$ cat src/hdl/spv_pkg.sv
`timescale 1ns / 1ps
// ----------------------------------------------------------------------------
// spv_pkg
// Shared types, constants and helpers of the sample playback voice.
// ----------------------------------------------------------------------------
package spv_pkg;

    localparam int SAMPLE_DEPTH = 65536;
    localparam int ADDR_W       = $clog2(SAMPLE_DEPTH);

    localparam logic [23:0] DECAY_RESET   = 24'd16609444;
    localparam logic [23:0] COSINE_RESET  = 24'd4194304;
    localparam logic [14:0] TREBLE_RESET  = 15'h7000;
    localparam logic [19:0] SILENCE_RESET = 20'd105;

    typedef enum logic [1:0] {
        OP_LOAD    = 2'd0,
        OP_NOTE_ON = 2'd1,
        OP_RELEASE = 2'd2,
        OP_RENDER  = 2'd3
    } t_op;

    typedef enum logic [2:0] {
        CFG_TREBLE_GAIN = 3'd0,
        CFG_TREBLE_COEF = 3'd1,
        CFG_LFO_STEP    = 3'd2,
        CFG_LEFT_DEPTH  = 3'd3,
        CFG_RIGHT_DEPTH = 3'd4,
        CFG_DRIVE       = 3'd5,
        CFG_SILENCE     = 3'd6
    } t_cfg_idx;

    typedef struct packed {
        t_op                op;
        logic        [15:0] address;
        logic signed [15:0] sample_word;
        logic        [23:0] pitch_step;
        logic        [15:0] loop_end;
        logic        [15:0] loop_length;
        logic        [23:0] start_level;
        logic        [23:0] decay_factor;
        logic signed [15:0] gain_left;
        logic signed [15:0] gain_right;
    } t_in_item;

    typedef struct packed {
        logic signed [23:0] left_out;
        logic signed [23:0] right_out;
        logic               voice_active;
    } t_out_item;

    typedef enum logic [4:0] {
        ST_IDLE,
        ST_PHASE,
        ST_RD0,
        ST_RD1,
        ST_MUL_INTERP,
        ST_INTERP,
        ST_X,
        ST_SINE,
        ST_XX,
        ST_COS,
        ST_DRIVE,
        ST_TREM_L,
        ST_TREM_R,
        ST_PAN_L,
        ST_PAN_R,
        ST_LOW_L,
        ST_LOW_R,
        ST_TREB_L,
        ST_TREB_R,
        ST_MOD_L,
        ST_MOD_R,
        ST_FINISH,
        ST_OUT
    } t_state;

    typedef struct packed {
        logic   accept;
        logic   emit;
        t_state step;
    } t_cmd;

    typedef struct packed {
        logic voice_on;
        logic out_free;
    } t_stat;

    function automatic logic signed [23:0] sat24(input logic signed [39:0] v);
        if (v > 40'sd8388607) begin
            return 24'sh7FFFFF;
        end else if (v < -40'sd8388608) begin
            return 24'sh800000;
        end
        return v[23:0];
    endfunction

    // position to memory index, modulo the memory depth
    function automatic logic [ADDR_W-1:0] mem_idx(input logic [16:0] v);
        logic [20:0] w;
        w = 21'(v);
        return w[ADDR_W-1:0];
    endfunction

endpackage

$ cat src/hdl/spv_ctrl.sv
`timescale 1ns / 1ps
// ----------------------------------------------------------------------------
// spv_ctrl
// Sequencer of the render steps around the shared multiplier.
// ----------------------------------------------------------------------------
module spv_ctrl import spv_pkg::*; (
    input  logic  i_clk,
    input  logic  i_rst_n,
    input  logic  i_in_valid,
    input  t_op   i_op,
    input  t_stat i_stat,
    output logic  o_in_ready,
    output t_cmd  o_cmd
);

    t_state r_state, n_state;

    always_ff @(posedge i_clk) begin
        if (!i_rst_n) begin
            r_state <= ST_IDLE;
        end else begin
            r_state <= n_state;
        end
    end

    always_comb begin
        n_state      = r_state;
        o_in_ready   = (r_state == ST_IDLE);
        o_cmd.accept = (r_state == ST_IDLE) && i_in_valid;
        o_cmd.emit   = (r_state == ST_OUT) && i_stat.out_free;
        o_cmd.step   = r_state;
        case (r_state)
            ST_IDLE: begin
                if (i_in_valid && i_op == OP_RENDER && i_stat.voice_on) begin
                    n_state = ST_PHASE;
                end
            end
            ST_PHASE:      n_state = ST_RD0;
            ST_RD0:        n_state = ST_RD1;
            ST_RD1:        n_state = ST_MUL_INTERP;
            ST_MUL_INTERP: n_state = ST_INTERP;
            ST_INTERP:     n_state = ST_X;
            ST_X:          n_state = ST_SINE;
            ST_SINE:       n_state = ST_XX;
            ST_XX:         n_state = ST_COS;
            ST_COS:        n_state = ST_DRIVE;
            ST_DRIVE:      n_state = ST_TREM_L;
            ST_TREM_L:     n_state = ST_TREM_R;
            ST_TREM_R:     n_state = ST_PAN_L;
            ST_PAN_L:      n_state = ST_PAN_R;
            ST_PAN_R:      n_state = ST_LOW_L;
            ST_LOW_L:      n_state = ST_LOW_R;
            ST_LOW_R:      n_state = ST_TREB_L;
            ST_TREB_L:     n_state = ST_TREB_R;
            ST_TREB_R:     n_state = ST_MOD_L;
            ST_MOD_L:      n_state = ST_MOD_R;
            ST_MOD_R:      n_state = ST_FINISH;
            ST_FINISH:     n_state = ST_OUT;
            ST_OUT: begin
                if (i_stat.out_free) begin
                    n_state = ST_IDLE;
                end
            end
            default:       n_state = ST_IDLE;
        endcase
    end

endmodule

$ cat config.mk
export PLATFORM = sky130hd
export DESIGN_NAME = spv_ctrl
export DESIGN_NICKNAME = d
export VERILOG_FILES = /design/src/hdl/spv_pkg.sv /design/src/hdl/spv_ctrl.sv
export SDC_FILE = /design/constraint.sdc
export NUM_CORES = 1
export LEC_CHECK = 0
export BUFFER_PORTS_ARGS = -buffer_cell sky130_fd_sc_hd__clkbuf_2
export CELL_PAD_IN_SITES_DETAIL_PLACEMENT = 0
export CELL_PAD_IN_SITES_GLOBAL_PLACEMENT = 1
export CORE_AREA = 2 2 39 41
export DETAILED_ROUTE_END_ITERATION = 8
export DIE_AREA = 0 0 41 43
export HOLD_SLACK_MARGIN = 0.12
export PLACE_DENSITY_LB_ADDON = 0.1
export SLEW_MARGIN = 5
export SYNTH_ARGS = -nofsm -noshare
export SYNTH_HDL_FRONTEND = slang
export SYNTH_SLANG_ARGS = --single-unit
$ cat constraint.sdc
create_clock -name i_clk -period 2.25 [get_ports i_clk]
set_input_delay 0.45 -clock i_clk [delete_from_list [all_inputs] [get_ports i_clk]]
set_output_delay 0.45 -clock i_clk [all_outputs]
set_load 0.02 [all_outputs]
After elaboration in Yosys (flattened, before gate mapping). Cells that the tools add are included.

Bits in registers: 5. Bits of input ports: 7.

Equal/unequal tests: 25. Multiplexer cells: 3. Reductions and logical operators: 6.

Operators with widths (number): $pmux 5 s23 (1); $eq 5x4->1 const B (8); $eq 5x5->1 const B (7); $eq 5x3->1 const B (4); $eq 5x2->1 const B (2); $mux 5 (2); $eq 5x1->1 const B (1); $logic_not 5->1 (1); $logic_and 1x1->1 (4); $eq 2x2->1 const B (1); $ne 2x1->1 const B (1); $ne 2x2->1 const B (1); $reduce_and 2->1 (1).

Depth between registers and ports, before layout. Gate-level depths: netlist (run 1).

Word-level depth: 5. Gate-level depth with buffers: 4. Gate-level depth less buffers: 3.

Worst setup path after synthesis (run 1). No wires, ideal clock.

Path type: register -> output. Start: register r_state[0]. End: output port o_cmd[6] (netlist bit). Arrival: 1.531 ns. Data required time: 1.800 ns. Slack: 0.269 ns. Cell stages (with the launch flop): 5. Buffers on the path: 1. Cell sequence: dfxtp_1 > buf_4 > or4_1 > nor2_2 > and2_1.

RTL lines: start, declared (line spv_ctrl.sv:16) `t_state r_state, n_state;`; start signal, assigned (line spv_ctrl.sv:22) `r_state <= n_state;`; end, declared (line spv_ctrl.sv:13) `output t_cmd o_cmd`.

==> results_dict.tcl, run 1 <==
set metrics [dict create \
    status "complete, no violations" \
    critPathCaptureType "output port" \
    worstMarginPinSlew_ns 0.299 \
    cts_tree "yes" \
    synth-seq-cells 5 \
    crit_fanout 9 \
    htree_levels 1 \
    area_growth_syn_to_layout_pct 35.7 \
    holdPathEnd "r_state[4]$_SDFFE_PN0P_" \
    drtIter0Drc 2 \
    grt_pass1_vias 268 \
    finalSetupViolations 0 \
    timing.rr.end "r_state[0]$_SDFFE_PN0P_" \
    syn_area_sq_um 277 \
    synth_edf_count 0 \
    period_share_pct 90.3 \
    drv_cap 0 \
    hold_class "in -> reg" \
    post-route-util_pct 27.1 \
    cp.required_ns 1.80 \
    hold_viol 0 \
    min_from "i_rst_n" \
    gp_congestion 0.660 \
    die-width_um 41 \
    grt_pass1_wl_um 1150 \
    path_clk_slew_ns 0.05 \
    reg2regPathDepth 3 \
    async_reset_ff_share_pct 0 \
    vias_per_cell 4.66 \
    ir_worst_vdd_uv 273 \
    largest_reg_flops 5 \
    largestRegisters "r_state x5" \
    startpoint_type "flop" \
    hold_depth 2 \
    vias 298 \
    syn_inst 33 \
    fillCellCount 165 \
    critPathArrivalTime_ns 1.58 \
    slew_headroom_pct 79.6 \
    rsz0062_at_grt "false" \
    wl_um 741 \
    seq_area_frac_synth_pct 36.2 \
    p_leak_nw 0.164 \
    die-height_um 43 \
    cts_num_sinks 5 \
    clock_skew_ns 0.00557 \
    hold_buffers 0 \
    period_needed_ns 2.03 \
    worstSkewPairLatency_ns 0.24 \
    yosysWarnings 0 \
    fin_nets 56 \
    ys_types 24 \
    core_area_sq_um 1380 \
    drc 0 \
    clock-root-buffer "clkbuf_4" \
    holdWs_ns 0.439 \
    final_layout_size_suffix_gt1_share_pct 37.5 \
    finalSetupTns_ns 0 \
    r2r_start "r_state[2]$_SDFFE_PN0P_" \
    cts_buffer_depth 2 \
    track_usage_pct 10.3 \
    die_area_sq_um 1760 \
    antenna_found_initial 0 \
    crit_type "reg -> out" \
    cts_resized 0 \
    grt-ovfl-total 0 \
    worst-r2r-setup-slack_ns 0.97 \
    synthFlopType "dfxtp_1" \
    initial_core_util_pct 20.0 \
    diodes 0 \
    wl_per_cell_um 11.6 \
    antenna_left 0 \
    avgSynthCellArea_sq_um 8.38 \
    post_cts.repair.setup_buffers 0 \
    largest_register "r_state" \
    numCtsBuffers 3 \
    synthesis.nets 40 \
    first_pass_iters 3 \
    slew_violations 0 \
    io_buffers 14 \
    max_freq_mhz 492 \
    pin_count 15 \
    std_cell_rows 14 \
    power_density_nw_per_um2 776 \
    grt_max_degree 11 \
]
how the worst max path moves through the flow:
stage	startpoint	endpoint	slack [ns]
after detailed placement	r_state[2]$_SDFFE_PN0P_	o_cmd[6]	0.47
after floorplan	r_state[0]$_SDFFE_PN0P_	o_cmd[6]	0.27
after global routing	r_state[2]$_SDFFE_PN0P_	o_cmd[6]	0.05
after CTS	r_state[2]$_SDFFE_PN0P_	o_cmd[6]	0.20
final	r_state[2]$_SDFFE_PN0P_	o_cmd[6]	0.22
after global placement	r_state[2]$_SDFFE_PN0P_	o_cmd[6]	0.48
layer usage:
| layer | routed length [um] | track usage [%] | part of all wire, % | up-vias |
|---|---|---|---|---|
| met2 | 354 | 12.5 | 48 | 12 |
| met1 | 312 | 12.5 | 42 | 133 |
| met5 | 0 | 0 | 0 | - |
| li1 | - | - | - | 153 |
| met3 | 75 | 4.71 | 10 | 0 |
| met4 | 0 | 10.0 | 0 | 0 |
area by class of cell:
type,count,area [sq um],share of cell area (%)
multi-input cells,24,155,41.3
flip-flops and latches,5,100,26.7
repair buffers,14,70.1,18.7
clock buffers,4,26.3,7.00
well taps,16,20.0,5.33
inverters,1,3.75,1.00
metrics by stage:
stage	std cells	instance area (sq um)	power, mW	setup slack [ns]
after floorplan	33	277	0.165	0.269
after detailed placement	60	349	0.189	0.469
after global placement	60	349	0.187	0.478
after CTS	64	375	0.300	0.196
final	64	375	0.291	0.217
after global routing	64	375	0.316	0.0478
kinds of logic after synthesis:
kind of cell | count (synthesis) | share of synthesized area (%)
simple gates | 15 | 33.0
compound gates | 7 | 16.3
flops | 5 | 36.2
buf+inv | 4 | 7.69
xor+xnor | 1 | 3.17
mux | 1 | 3.62
layout by cell type, fill, tap and decap left out:
| cell | netlist | routed |
|---|---|---|
| nor2_1 | 1 | 1 |
| a31oi_1 | 1 | 1 |
| clkbuf_4 | 0 | 3 |
| and3_1 | 1 | 1 |
| nand3_1 | 1 | 1 |
| nand3b_1 | 1 | 1 |
| clkbuf_2 | 0 | 14 |
| a21oi_1 | 2 | 2 |
| mux2i_1 | 1 | 1 |
| o21ai_0 | 1 | 1 |
| nor3_1 | 1 | 1 |
| xor2_1 | 1 | 1 |
| inv_1 | 1 | 1 |
| and2_1 | 1 | 1 |
| a2111oi_0 | 1 | 1 |
| and3b_1 | 1 | 1 |
| nand4_1 | 2 | 2 |
| nor2_2 | 1 | 1 |
| dfxtp_1 | 5 | 5 |
| nand2_1 | 2 | 2 |
| o211ai_1 | 1 | 1 |
| o21a_1 | 1 | 1 |
| or4_1 | 1 | 1 |
| nor3b_1 | 2 | 2 |
| clkbuf_1 | 0 | 1 |
synth_stat cells (2+ instances only):
cell type,number,share of area (%)
nor3b_1,2,5.4
dfxtp_1,5,36
buf_2,2,3.6
nand4_1,2,4.5
nand2_1,2,2.7
a21oi_1,2,3.6
critical path, stage by stage (launching register included):
cell and delay [ns]:
dfxtp_1 0.37, or4_1 0.55, nor2_2 0.12, and2_1 0.13
clkbuf_2 0.16
report_power, final:
part,internal (mW),switching [mW]
Combinational,0.0290,0.0425
Clock,0.0672,0.0389
Sequential,0.0963,0.0173
Note: power is estimated with default switching activity, not from simulation.
==> run 2, diff against run 1 <==
- CORE_AREA: 2 2 39 41 -> 5 5 42 44
- DIE_AREA: 0 0 41 43 -> 0 0 47 49
==> results_dict.tcl, run 2 (synthesis gave the netlist of run 1 again) <==
set metrics [dict create \
    fillCellCount 175 \
    std_cell_rows 14 \
    core_area_sq_um 1400 \
    drtIter0Drc 1 \
    cts_buffer_depth 2 \
    initial_core_util_pct 19.7 \
    vias_per_cell 4.59 \
    critPathCaptureType "output port" \
    antenna_found_initial 0 \
    area_growth_syn_to_layout_pct 35.7 \
    die-width_um 47 \
    htree_levels 1 \
    final_layout_size_suffix_gt1_share_pct 37.5 \
    cts_tree "yes" \
    io_buffers 14 \
    slew_headroom_pct 77.4 \
    finalSetupViolations 0 \
    max_freq_mhz 493 \
    final_area_sq_um 375 \
    grt_pass1_vias 284 \
    crit_fanout 9 \
    post-place-ws_ns 0.457 \
    clock-root-buffer "clkbuf_4" \
    critPathArrivalTime_ns 1.58 \
    period_needed_ns 2.03 \
    vias 294 \
    layout_common_cells "14 x clkbuf_2, 5 x dfxtp_1, 3 x clkbuf_4" \
    cp.required_ns 1.80 \
    rsz0062_at_grt "false" \
    period_share_pct 90.1 \
    multi_input_area_sq_um 155 \
    cts_resized 0 \
    path_cells "or4_1 > nor2_2 > and2_1 > clkbuf_2" \
    seqCellArea_sq_um 100 \
    finalSetupTns_ns 0 \
    clock_skew_ns 0.00332 \
    dpl.cell_count 60 \
    grt-ovfl-total 0 \
    slowest_delay_ns 0.55 \
    worstSkewPairLatency_ns 0.24 \
    die_area_sq_um 2300 \
    numCtsBuffers 3 \
    antenna_left 0 \
    worstMarginPinSlew_ns 0.330 \
    slew_violations 0 \
    p_leak_nw 0.164 \
    status "complete, no violations" \
    grt_pass1_wl_um 1150 \
    crit_type "reg -> out" \
    die-height_um 49 \
    largestRegisters "r_state x5" \
    dpl_cell_area_sq_um 349 \
    fin_cells 64 \
    pin_count 15 \
    startpoint_type "flop" \
    wl_um 745 \
    fin_nets 56 \
    diodes 0 \
    setup_slack_ns 0.223 \
    post_cts.repair.setup_buffers 0 \
    wl_per_cell_um 11.6 \
    first_pass_iters 4 \
    slowest_stage "or4_1" \
    power_density_nw_per_um2 769 \
    hold_class "in -> reg" \
    hold_buffers 0 \
    p_total_uw 289 \
    track_usage_pct 6.76 \
    post-route-util_pct 26.8 \
    holdWs_ns 0.441 \
    drv_cap 0 \
    ir_worst_vdd_uv 312 \
    grt_max_degree 11 \
    hold_viol 0 \
    drc 0 \
    largest_register "r_state" \
    gp_congestion 0.684 \
    final_common_cell "clkbuf_2" \
    cts_num_sinks 5 \
    path_clk_slew_ns 0.04 \
    largest_reg_flops 5 \
]
## run 2: cell counts in the layout (fill, tap and decap cells not counted)
Identical to the previous run, type by type.
## run 2: where the power goes
part	switching [mW]	internal, mW
clock network	0.0356	0.0670
logic	0.0442	0.0290
registers	0.0166	0.0963
total	0.0964	0.192
## run 2: per-layer routing
| layer | wire (um) | track usage, % | up-vias |
|---|---|---|---|
| met4 | 0 | 4.15 | 0 |
| li1 | - | - | 152 |
| met5 | 0 | 0 | - |
| met3 | 101 | 3.32 | 0 |
| met1 | 345 | 10.1 | 128 |
| met2 | 298 | 7.24 | 14 |
## run 2: worst max-delay path, delay by kind of cell (launching register included)
kind	cells	cell delay, ns
flip-flops	1	0.37
buffers and inverters	1	0.16
AND/OR/NAND/NOR	3	0.81
## run 2: final timing paths
| check | end | cells past startpoint | start | slack [ns] |
|---|---|---|---|---|
| setup / recovery | o_cmd[6] | 4 | r_state[2]$_SDFFE_PN0P_ | 0.22 |
| hold / removal | r_state[4]$_SDFFE_PN0P_ | 2 | i_rst_n | 0.44 |
| setup reg to reg | r_state[0]$_SDFFE_PN0P_ | 3 | r_state[2]$_SDFFE_PN0P_ | 0.97 |
| hold reg to reg | r_state[2]$_SDFFE_PN0P_ | 2 | r_state[2]$_SDFFE_PN0P_ | 0.60 |
## run 2: layout make-up
class                           instances  share of cell area [%]
Multi-Input combinational cell         24                    41.3
Sequential cell                         5                    26.7
Timing Repair Buffer                   14                    18.7
Clock buffer                            4                    7.00
Tap cell                               16                    5.33
Inverter                                1                    1.00
==> run 3, diff against run 2 <==
- CELL_PAD_IN_SITES_DETAIL_PLACEMENT: 0 -> 2
- CELL_PAD_IN_SITES_GLOBAL_PLACEMENT: 1 -> 2
- CTS_CLUSTER_DIAMETER: default -> 50
==> results_dict.tcl, run 3 (synthesis gave the netlist of run 1 again) <==
set metrics [dict create \
    hold_buffers 0 \
    worstSkewPairLatency_ns 0.24 \
    clkPwrFrac_pct 36.2 \
    cp.required_ns 1.80 \
    numCtsBuffers 3 \
    use_met1_pct 9.65 \
    finalSetupViolations 0 \
    min_from "i_rst_n" \
    dpl_cell_area_sq_um 349 \
    critPathArrivalTime_ns 1.60 \
    switchingPower_uw 101 \
    p_int_uw 192 \
    slowest_stage "or4_1" \
    initial_core_util_pct 19.7 \
    track_usage_pct 9.15 \
    seqPwrFrac_pct 39.1 \
    period_needed_ns 2.05 \
    hold_viol 0 \
    final_layout_size_suffix_gt1_share_pct 37.5 \
    ir_worst_vdd_uv 210 \
    crit_fanout 9 \
    crit_type "reg -> out" \
    power_density_nw_per_um2 781 \
    grt-ovfl-total 0 \
    hpwlAfterDp_um 675 \
    drv_cap 0 \
    largest_register "r_state" \
    layout_common_cells "14 x clkbuf_2, 5 x dfxtp_1, 3 x clkbuf_4" \
    slew_headroom_pct 78.2 \
    io_buffers 14 \
    drc 0 \
    hold_class "in -> reg" \
    die_area_sq_um 2300 \
    finalSetupTns_ns 0 \
    period_share_pct 91.1 \
    htree_levels 1 \
    slowest_delay_ns 0.56 \
    diodes 0 \
    drtIter0Drc 0 \
    cts_num_sinks 5 \
    p_leak_nw 0.164 \
    grt_pass1_vias 349 \
    clock_skew_ns 0.00121 \
    cts_resized 0 \
    critPathCaptureType "output port" \
    std_cell_rows 14 \
    slew_violations 0 \
    post-place-ws_ns 0.454 \
    p_sw_share_pct 34.3 \
    cts_tree "yes" \
    rsz0062_at_grt "false" \
    startpoint "r_state[2]$_SDFFE_PN0P_" \
    grt_util_met2_pct 12.7 \
    top_usage_layer "met2" \
    antenna_left 0 \
    setup_slack_ns 0.201 \
    largest_reg_flops 5 \
    core_area_sq_um 1400 \
    gp_congestion 0.670 \
    vias 313 \
    startpoint_type "flop" \
    combPwrFrac_pct 24.8 \
    die-height_um 49 \
    final_area_sq_um 375 \
    grt_max_degree 11 \
    r2r_start "r_state[2]$_SDFFE_PN0P_" \
    clock-root-buffer "clkbuf_4" \
    path_clk_slew_ns 0.05 \
    pin_count 15 \
    largestRegisters "r_state x5" \
    die-width_um 47 \
    wl_per_cell_um 13.5 \
    area_growth_syn_to_layout_pct 35.7 \
    grt_pass1_wl_um 1430 \
    final_common_cell "clkbuf_2" \
    first_pass_iters 1 \
    max_freq_mhz 488 \
    fin_nets 56 \
    wl_um 866 \
    post_cts.repair.setup_buffers 0 \
    antenna_found_initial 0 \
    status "complete, no violations" \
    worstMarginPinSlew_ns 0.319 \
    vias_per_cell 4.89 \
    path_cells "or4_1 > nor2_2 > and2_1 > clkbuf_2" \
    cts_buffer_depth 2 \
    gr-usage-met3_pct 3.32 \
]
## run 3: cell counts in the layout (fill, tap and decap cells not counted)
Identical to the previous run, type by type.
## run 3: path summary, 6_finish.rpt
kind                                  end  slack, ns  cells past startpoint
setup reg to reg  r_state[0]$_SDFFE_PN0P_       0.95                      3
setup / recovery                 o_cmd[6]       0.20                      4
hold reg to reg   r_state[2]$_SDFFE_PN0P_       0.62                      2
hold / removal    r_state[4]$_SDFFE_PN0P_       0.44                      2
## run 3: critical path, delay by kind of cell, from the launching register on
family | cells | cell delay [ns]
and+or+nand+nor | 3 | 0.82
buffers and inverters | 1 | 0.16
DFF | 1 | 0.38
## run 3: cell type report
type | count | area (sq um)
Inverter | 1 | 3.75
Sequential cell | 5 | 100
Multi-Input combinational cell | 24 | 155
Timing Repair Buffer | 14 | 70.1
Tap cell | 16 | 20.0
Clock buffer | 4 | 26.3
Fill cell | 171 | 1030
## run 3: stage by stage
step / util (%) / total power [mW] / std cells / hold WS [ns]
floorplan: - / 0.165 / 33 / 0.568
global placement: 24.9 / 0.188 / 60 / 0.560
detailed placement: 24.9 / 0.191 / 60 / 0.617
CTS: 26.8 / 0.302 / 64 / 0.433
global route: 26.8 / 0.318 / 64 / 0.444
finish: 26.8 / 0.293 / 64 / 0.445
## run 3: power groups by stage
stage	clock (mW)	combinational (mW)	sequential (mW)
after detailed placement	0	0.0742	0.116
after global placement	0	0.0728	0.115
final	0.106	0.0726	0.114
after floorplan	0	0.0546	0.111
after CTS	0.113	0.0744	0.115
after global routing	0.121	0.0801	0.117
## run 3: metal layers
layer	up-vias	routed length [um]	share of wire, %
met1	148	361	42
met2	11	416	48
li1	152	-	-
met5	-	0	0
met4	0	14	1.6
met3	2	73	8.4
